File: src/rtl/assert_macros.svh
// assertion helpers for the peak meter
`ifndef ASSERT_MACROS_SVH
`define ASSERT_MACROS_SVH

`ifndef SYNTH
// same-cycle implication, checked outside reset
`define APM_ASSERT_IMPL(label, clk, rst_n, ante, cons) \
  label: assert property (@(posedge clk) disable iff (!rst_n) (ante) |-> (cons)) \
    else $error("assertion failed");
// next-cycle implication, checked outside reset
`define APM_ASSERT_NEXT(label, clk, rst_n, ante, cons) \
  label: assert property (@(posedge clk) disable iff (!rst_n) (ante) |=> (cons)) \
    else $error("assertion failed");
`else
`define APM_ASSERT_IMPL(label, clk, rst_n, ante, cons)
`define APM_ASSERT_NEXT(label, clk, rst_n, ante, cons)
`endif

`endif

File: src/rtl/apm_pkg.sv
`timescale 1ns / 1ps
package apm_pkg;

  localparam int unsigned SAMPLE_W = 16;
  localparam int unsigned MAG_W    = 16;
  localparam int unsigned TIME_W   = 32;
  localparam int unsigned CFG_W    = 16;
  localparam int unsigned CFG_IDX_W = 1;

  // register indexes
  localparam logic [CFG_IDX_W-1:0] REG_HOLD_TIME_MS   = 1'b0;
  localparam logic [CFG_IDX_W-1:0] REG_HOLD_DROP_STEP = 1'b1;

  localparam logic [CFG_W-1:0] RESET_HOLD_TIME_MS   = 16'd1000;
  localparam logic [CFG_W-1:0] RESET_HOLD_DROP_STEP = 16'd500;

  // largest magnitude a sample can have
  localparam logic [MAG_W-1:0] MAG_MAX = 16'h8000;

  typedef logic [SAMPLE_W-1:0] sample_t;
  typedef logic [MAG_W-1:0]    mag_t;
  typedef logic [TIME_W-1:0]   time_t;
  typedef logic [CFG_IDX_W-1:0] cfg_idx_t;
  typedef logic [CFG_W-1:0]    cfg_data_t;

  typedef struct packed {
    sample_t sample;
    logic    last;
    time_t   time_ms;
  } in_item_t;

  // |x| of a two's complement sample, -32768 gives 32768
  function automatic mag_t magnitude(input sample_t s);
    mag_t m;
    m = s[SAMPLE_W-1] ? mag_t'(~s + sample_t'(1)) : mag_t'(s);
    return m;
  endfunction

  // floor(v * 7 / 8)
  function automatic mag_t decay_7_8(input mag_t v);
    logic [MAG_W+2:0] prod;
    prod = ({3'b000, v} << 3) - {3'b000, v};
    return prod[MAG_W+2:3];
  endfunction

endpackage

File: src/rtl/audio_peak_meter_with_hold.sv
`timescale 1ns / 1ps
// audio peak meter with decay and peak hold
//
// in channel: one signed 16-bit sample per item, with a last-of-block flag
// and a millisecond time stamp, moved by in_valid / in_ready
// out channel: one item per block end carrying the peak level and the
// peak hold after that block's update, moved by out_valid / out_ready
// cfg port: cfg_wr_en writes cfg_wdata into register cfg_index at once;
// index 0 is the hold time in ms, index 1 the hold drop step
//
// an item waits in the input register, then the block max, level and
// hold update and a block end's result lands in the output register
// throughput is one item per cycle while no block end waits on the output
// register, set by the single update stage
// while the output register holds a result that is not taken, an item
// that does not end a block still moves on; a block end waits in the input
// register and in_ready drops until the output register frees up
// reset clears the block max, level, hold and time stamp, empties both
// registers and loads the hold time with 1000 and the drop step with 500
module audio_peak_meter_with_hold (
  input  logic                 clk,
  input  logic                 rst_n,
  input  logic                 in_valid,
  output logic                 in_ready,
  input  apm_pkg::sample_t     in_sample,
  input  logic                 in_last_in_block,
  input  apm_pkg::time_t       in_time_ms,
  output logic                 out_valid,
  input  logic                 out_ready,
  output apm_pkg::mag_t        out_level_out,
  output apm_pkg::mag_t        out_hold_out,
  input  logic                 cfg_wr_en,
  input  apm_pkg::cfg_idx_t    cfg_index,
  input  apm_pkg::cfg_data_t   cfg_wdata
);
  import apm_pkg::*;
  `include "assert_macros.svh"

  // configuration
  cfg_data_t hold_time_r;
  cfg_data_t drop_step_r;

  // input register
  logic     s1_valid_r;
  in_item_t s1_item_r;

  // meter state
  mag_t  block_max_r, block_max_nxt;
  mag_t  level_r, level_nxt;
  mag_t  hold_r, hold_nxt;
  time_t stamp_r, stamp_nxt;

  // output register
  logic out_valid_r;
  mag_t out_level_r, out_hold_r;

  logic  out_free;
  logic  advance;
  logic  adv_last;
  mag_t  mag;
  mag_t  blk_m;
  time_t elapsed;
  logic  hold_expired;

  always_ff @(posedge clk) begin
    if (!rst_n) begin
      hold_time_r <= RESET_HOLD_TIME_MS;
      drop_step_r <= RESET_HOLD_DROP_STEP;
    end else if (cfg_wr_en) begin
      unique case (cfg_index)
        REG_HOLD_TIME_MS:   hold_time_r <= cfg_wdata;
        REG_HOLD_DROP_STEP: drop_step_r <= cfg_wdata;
        default: ;
      endcase
    end
  end

  // a block end needs room in the output register, other items never wait
  assign out_free = !out_valid_r || out_ready;
  assign advance  = s1_valid_r && (!s1_item_r.last || out_free);
  assign adv_last = advance && s1_item_r.last;
  assign in_ready = !s1_valid_r || advance;

  always_ff @(posedge clk) begin
    if (!rst_n) begin
      s1_valid_r <= 1'b0;
    end else if (in_ready) begin
      s1_valid_r <= in_valid;
    end
  end

  always_ff @(posedge clk) begin
    if (in_ready && in_valid) begin
      s1_item_r.sample  <= in_sample;
      s1_item_r.last    <= in_last_in_block;
      s1_item_r.time_ms <= in_time_ms;
    end
  end

  // update for the item in the input register
  always_comb begin
    mag          = magnitude(s1_item_r.sample);
    blk_m        = (mag > block_max_r) ? mag : block_max_r;
    elapsed      = s1_item_r.time_ms - stamp_r;
    hold_expired = elapsed > {{(TIME_W-CFG_W){1'b0}}, hold_time_r};

    block_max_nxt = block_max_r;
    level_nxt     = level_r;
    hold_nxt      = hold_r;
    stamp_nxt     = stamp_r;

    if (advance) begin
      block_max_nxt = s1_item_r.last ? '0 : blk_m;
      if (s1_item_r.last) begin
        // fast attack, 7/8 decay
        level_nxt = (blk_m > level_r) ? blk_m : decay_7_8(level_r);
        if (blk_m > hold_r) begin
          hold_nxt  = blk_m;
          stamp_nxt = s1_item_r.time_ms;
        end else if (hold_expired) begin
          // drop saturates at zero
          hold_nxt = (hold_r > drop_step_r) ? hold_r - drop_step_r : '0;
        end
      end
    end
  end

  always_ff @(posedge clk) begin
    if (!rst_n) begin
      block_max_r <= '0;
      level_r     <= '0;
      hold_r      <= '0;
      stamp_r     <= '0;
    end else begin
      block_max_r <= block_max_nxt;
      level_r     <= level_nxt;
      hold_r      <= hold_nxt;
      stamp_r     <= stamp_nxt;
    end
  end

  always_ff @(posedge clk) begin
    if (!rst_n) begin
      out_valid_r <= 1'b0;
    end else if (adv_last) begin
      out_valid_r <= 1'b1;
    end else if (out_ready) begin
      out_valid_r <= 1'b0;
    end
  end

  always_ff @(posedge clk) begin
    if (adv_last) begin
      out_level_r <= level_nxt;
      out_hold_r  <= hold_nxt;
    end
  end

  assign out_valid     = out_valid_r;
  assign out_level_out = out_level_r;
  assign out_hold_out  = out_hold_r;

  `APM_ASSERT_NEXT(a_blk_clear, clk, rst_n, adv_last, block_max_r == '0)
  `APM_ASSERT_IMPL(a_res_src, clk, rst_n, $rose(out_valid_r), $past(adv_last))
  `APM_ASSERT_IMPL(a_no_overrun, clk, rst_n, adv_last, out_free)
  `APM_ASSERT_IMPL(a_range, clk, rst_n, 1'b1, (level_r <= MAG_MAX) && (hold_r <= MAG_MAX))

endmodule

File: config.mk
export PLATFORM = sky130hd
export DESIGN_NAME = audio_peak_meter_with_hold
export DESIGN_NICKNAME = d
export VERILOG_FILES = /design/src/rtl/apm_pkg.sv /design/src/rtl/audio_peak_meter_with_hold.sv
export VERILOG_INCLUDE_DIRS = /design/src /design/src/rtl
export SDC_FILE = /design/constraint.sdc
export NUM_CORES = 1
export LEC_CHECK = 0
export BUFFER_PORTS_ARGS = -buffer_cell sky130_fd_sc_hd__clkbuf_2
export CORE_MARGIN = 5
export CORE_UTILIZATION = 33
export DETAILED_ROUTE_END_ITERATION = 10
export HOLD_SLACK_MARGIN = 0.1
export PLACE_DENSITY = 0.54
export SLEW_MARGIN = 20
export SYNTH_ARGS = -nofsm -noshare
export SYNTH_HDL_FRONTEND = slang
export SYNTH_SLANG_ARGS = --single-unit
File: constraint.sdc
create_clock -name clk -period 6.3 [get_ports clk]
set_input_delay 0.63 -clock clk [delete_from_list [all_inputs] [get_ports clk]]
set_output_delay 0.63 -clock clk [all_outputs]
set_load 0.02 [all_outputs]
* Word-level counts from Yosys, hierarchy flattened *
Cells that the tools add are included.

operators by class
  magnitude comparators = 5
  bitwise gates (word level) = 2
  $add $sub $neg = 4
  reductions and logical operators = 13
  mux-type cells = 13

operators with widths
  operator                                                          number
  16-bit two-way mux                                                11
  16-bit > comparator                                               4
  32-bit by 16-bit > comparator with 1-bit output                   1
  32-bit subtractor                                                 1
  19-bit by 16-bit subtractor with 19-bit output                    1
  16-bit by 1-bit adder with 16-bit output (second input constant)  1
  16-bit NOT                                                        1
  16-bit subtractor                                                 1
  2-bit AND reduction                                               2
  1-bit logical AND                                                 3
  1-bit logical NOT                                                 3
  1-bit logical OR                                                  3
  3-bit AND reduction                                               1
  1-bit two-way mux                                                 2
  2-bit nonzero test                                                1
  1-bit NOT                                                         1

word-level totals
  word-level logic and storage cells = 50
  output and inout port bits = 34
  bits in registers = 195
  bits of input ports = 71

* Depth between registers and ports, before layout *
  word-level depth = 9
  gate-level depth with buffers = 29
  gate-level depth less buffers = 25

* Worst setup path before layout *
No wires, ideal clock.

  path kind = register to register
  start = register s1_item_r[39] in the netlist's numbering
  end = register out_level_r[11], in the netlist out_level_out[11], data pin
  stages on the path, launching flop included = 27
  data required time = 5.982 ns
  clock period less this slack = 6.524 ns
  path buffers = 3
  slack = -0.224 ns
  arrival time = 6.206 ns
  setup time = 0.318 ns
  cells stage by stage = edfxtp_1 or4_1 or3_1 or2_2 o21ai_0 xnor2_1 ha_1 nand4_1 nor4_1 nor3_1 o31a_1 nor2_1 clkbuf_1 clkbuf_1 a21oi_1 ha_1 a21o_1 a21o_1 a21o_1 a21o_1 a21o_1 a21o_1 a221oi_1 nor2_1 buf_2 mux2i_1 a21oi_1

on the way
  longest elaborated chain between the ends = 9

ends and longest elaborated chain
  what                                      RTL line                           source
  from (decl)                               audio_peak_meter_with_hold.sv:45   in_item_t s1_item_r;
  16-bit NOT                                apm_pkg.sv:35                      m = s[SAMPLE_W-1] ? mag_t'(~s + sample_t'(1)) : mag_t'(s);
  16-bit by 1-bit adder with 16-bit output  apm_pkg.sv:35
  16-bit two-way mux *                      apm_pkg.sv:35
  16-bit > comparator                       audio_peak_meter_with_hold.sv:103  blk_m = (mag > block_max_r) ? mag : block_max_r;
  16-bit two-way mux *                      audio_peak_meter_with_hold.sv:103
  16-bit > comparator                       audio_peak_meter_with_hold.sv:116  level_nxt = (blk_m > level_r) ? blk_m : decay_7_8(level_r);
  16-bit two-way mux *                      audio_peak_meter_with_hold.sv:116
  16-bit two-way mux *                      audio_peak_meter_with_hold.sv:114  if (s1_item_r.last) begin
  16-bit two-way mux *                      audio_peak_meter_with_hold.sv:112  if (advance) begin
  via level_nxt[11]                         audio_peak_meter_with_hold.sv:49   mag_t level_r, level_nxt;
  to (signal assigned)                      audio_peak_meter_with_hold.sv:154  out_level_r <= level_nxt;
  to (decl)                                 audio_peak_meter_with_hold.sv:55   mag_t out_level_r, out_hold_r;

Mark *: on every way through the listed nets, which the timed path passes. The rest lies on a longest branch.
A chain may end at the register's enable or synchronous reset.

* Final worst setup path *
  start = register s1_item_r[39] in the netlist's numbering
  end = register out_hold_r[9], in the netlist out_hold_out[9], data pin

on the way
  longest elaborated chain between the ends = 9

ends and longest elaborated chain
  what                                      RTL line                           source
  16-bit NOT                                apm_pkg.sv:35
  16-bit by 1-bit adder with 16-bit output  apm_pkg.sv:35
  16-bit two-way mux *                      apm_pkg.sv:35
  16-bit > comparator                       audio_peak_meter_with_hold.sv:103
  16-bit two-way mux *                      audio_peak_meter_with_hold.sv:103
  16-bit > comparator                       audio_peak_meter_with_hold.sv:117  if (blk_m > hold_r) begin
  16-bit two-way mux *                      audio_peak_meter_with_hold.sv:117
  16-bit two-way mux *                      audio_peak_meter_with_hold.sv:114
  16-bit two-way mux *                      audio_peak_meter_with_hold.sv:112
  via hold_nxt[9]                           audio_peak_meter_with_hold.sv:50   mag_t hold_r, hold_nxt;
  to (signal assigned)                      audio_peak_meter_with_hold.sv:155  out_hold_r <= hold_nxt;
  to (decl)                                 audio_peak_meter_with_hold.sv:55

Marked as above.

==> flow_metrics.env <==
export IMPL_outcome="finished clean"
export IMPL_crit_type="flip-flop to flip-flop"
export IMPL_ys_ff_latch=195
export IMPL_drive_gt1_share_pct=15.5
export IMPL_r2r_slack_ns=0.25
export IMPL_fmax_mhz=165
export IMPL_yosysWarnings=0
export IMPL_grt_pass1_wl_mm=53.0
export IMPL_grt_usage_pct=15.8
export IMPL_clk_latency_ns=0.46
export IMPL_synth_most_common_cell="nor2_1"
export IMPL_synth_edf_count=81
export IMPL_slew_violations=0
export IMPL_tritoncts="built"
export IMPL_syn2layout_area_growth_pct=16.0
export IMPL_fillers=3891
export IMPL_synth_common_cells="136 x nor2_1, 132 x inv_1, 123 x ha_1, 118 x nand2_1, 114 x dfxtp_1"
export IMPL_synth_largest_area_cell="edfxtp_1"
export IMPL_drt_total_wl_mm=33.1
export IMPL_yosys_most_used_dff="dfxtp_1"
export IMPL_cp_max_fo=10
export IMPL_final_setup_tns_ns=0
export IMPL_drtAntennaViolNets=0
export IMPL_cts_path_max_buffers=2
export IMPL_power_switching_w=0.00131
export IMPL_switching_share_pct=34.7
export IMPL_rows=71
export IMPL_ys_seq_area_share_pct=37.8
export IMPL_power_w=0.00377
export IMPL_finalCritPeriodShare_pct=96.0
export IMPL_crit_buf_inv=3
export IMPL_worstMarginPinSlew_ns=0.844
export IMPL_clock_power_share_pct=28.8
export IMPL_antenna_found_initial=0
export IMPL_p_seq_share_pct=38.2
export IMPL_slew_headroom_pct=43.6
export IMPL_core_sq_mm=0.0375
export IMPL_gr_total_overflow=0
export IMPL_synth_area_leaders="edfxtp_1 20%, dfxtp_1 18%, ha_1 12%"
export IMPL_die_h_um=204
export IMPL_skew_ns=0.00970
export IMPL_hold_viol=0
export IMPL_netlist_area_sq_mm=0.0125
export IMPL_first_pass_iters=6
export IMPL_htree_num_levels=4
export IMPL_grt_pass1_vias=10100
export IMPL_vias=10300
export IMPL_cp_cell_sequence="or4_4 > or3_1 > or2_2 > o31ai_2 > xnor2_1 > ha_1 > nand4_1 > inv_1 > a221oi_1 > nor2_1 > nor2_4 > buf_6 > mux2i_2 > inv_1 > ha_1 > nand4_1 > nor4_2 > and2_4 > nand3_1 > o211a_1 > and3_4 > and2_1 > or3_1"
export IMPL_cts_setup_buffers=0
export IMPL_p_int_w=0.00246
export IMPL_required_ns=6.51
export IMPL_cts_inserted_buffers=17
export IMPL_avgSynthCellArea_sq_um=9.01
export IMPL_powerDensity_mw_per_mm2=261
export IMPL_leakagePower_nw=5.69
export IMPL_die_area_sq_mm=0.0417
export IMPL_port_buffer_count=104
export IMPL_n_antenna_cell=0
export IMPL_finalSetupViolCount=0
export IMPL_drv_cap=0
export IMPL_route_detailed_drc=0
export IMPL_initialDrtViolationCount=564
export IMPL_hold_class="input port to flip-flop"
export IMPL_synth_top_area_share_pct=19.5
export IMPL_max_stage_delay_ns=0.57
export IMPL_yosysUniqueCellTypes=76
export IMPL_fin_util_pct=38.5
export IMPL_min_period_ns=6.05
export IMPL_grt_max_degree=62
export IMPL_layout_nets=1691
export IMPL_clk_pin_slew_ns=0.08
export IMPL_ios=105
export IMPL_cts_root_buf="clkbuf_16"
export IMPL_power_frac_comb_pct=33.1
export IMPL_gp_congestion=0.862
export IMPL_worstSetupEndpointType="flip-flop"
export IMPL_post_drt_wl_per_cell_um=16.4
export IMPL_clkSinkCount=195
export IMPL_crit_path_start_kind="flip-flop"
export IMPL_syn_inst=1382
export IMPL_die_x_um=204
export IMPL_critPathArrivalTime_ns=6.25
export IMPL_critical_path_top_delay_family="simple AND/OR/NAND/NOR gates"
export IMPL_postSynth_asyncResetShare_pct=0
export IMPL_synthesis_nets=1578
export IMPL_cts_hold_buf=0
export IMPL_viasPerCell=5.12
export IMPL_irDropWorstVdd_mv=0.194
export IMPL_slowest_stage="or4_4"
export IMPL_start_util_pct=33.2
export IMPL_place_hpwl_mm=25.3
[flip-flops by register name (all words and copies together), names as in the netlist]
signal,count
out_level_out,16
hold_time_r,16
s1_item_r,49
block_max_r,16
hold_r,16
out_hold_out,16
drop_step_r,16
level_r,16
stamp_r,32
out_valid,1
s1_valid_r,1
[stage by stage]
step / std cells / area, sq um / hold slack [ns] / setup slack [ns]
floorplan: 1382 / 12500 / 0.436 / 0.000999
global placement: 1986 / 13700 / 0.445 / 0.163
detailed placement: 1986 / 13700 / 0.446 / 0.0133
CTS: 2018 / 14300 / 0.320 / 0.0378
global route: 2019 / 14400 / 0.318 / -0.000223
finish: 2019 / 14400 / 0.343 / 0.250
[power groups by stage]
stage	Combinational (W)	Sequential (W)	Clock, W
after floorplan	0.000837	0.00146	0
after global placement	0.00117	0.00147	0
after detailed placement	0.00119	0.00147	0
after CTS	0.00120	0.00144	0.00111
after global routing	0.00138	0.00145	0.00116
final	0.00124	0.00144	0.00108
[routing by layer]
| layer | track usage, % | part of all wire (%) | vias to the layer above |
|---|---|---|---|
| met1 | 20.6 | 47 | 4879 |
| li1 | - | - | 5248 |
| met4 | 4.40 | 1.6 | 0 |
| met2 | 27.1 | 48 | 187 |
| met3 | 2.46 | 3.6 | 26 |
| met5 | 0 | 0 | - |
[timing repair]
action | in CTS | in global routing
setup endpoints to repair | 1 | 96
pin swaps | 0 | 11
gates cloned | 0 | 1
resized for setup | 1 | 35
[placed cells by master, fill, tap and decap left out, types with 18 or more instances in the layout]
master     netlist  routed
clkbuf_2         0     104
ha_1           123     123
edfxtp_1        81      81
xor2_1          18      18
dfxtp_1        114     114
xnor2_1         41      40
a21oi_1        106     103
clkbuf_16        0      19
a22oi_1         18      18
nand4_1         22      22
nand2_1        118     117
o211ai_1        37      37
o21ai_0         47      43
nand3_1         26      26
a211oi_1        18      18
mux2i_1         47      40
a21o_1          23      23
buf_4            0      30
inv_1          132     129
nor2_1         136     135
[cells by family after synthesis]
logic type      Yosys count  share of synthesized area [%]
simple gates            418                           16.2
compound gates          355                           19.4
flops                   195                           37.8
buf+inv                 180                           5.66
fa+ha+maj               125                           12.7
xor+xnor                 59                           4.15
mux                      50                           4.05
[final timing paths]
kind | cells after the start | endpoint | start
worst max-delay path | 23 | out_hold_out[9] | s1_item_r[39]
worst min register to register | 2 | drop_step_r[3] | drop_step_r[3]
worst max register to register | 23 | out_hold_out[9] | s1_item_r[39]
worst min-delay path | 1 | s1_item_r[15] | in_time_ms[15]
[cell type report]
type,instances,area [sq um],area share [%]
clock inverter,13,114,0.788
sequential,195,4710,32.6
inverter,133,499,3.46
timing repair buffer,141,856,5.92
multi-input combinational,1007,7170,49.6
tap,511,639,4.43
clock buffer,19,454,3.14
No activity file was read; power rests on OpenSTA's default activity.
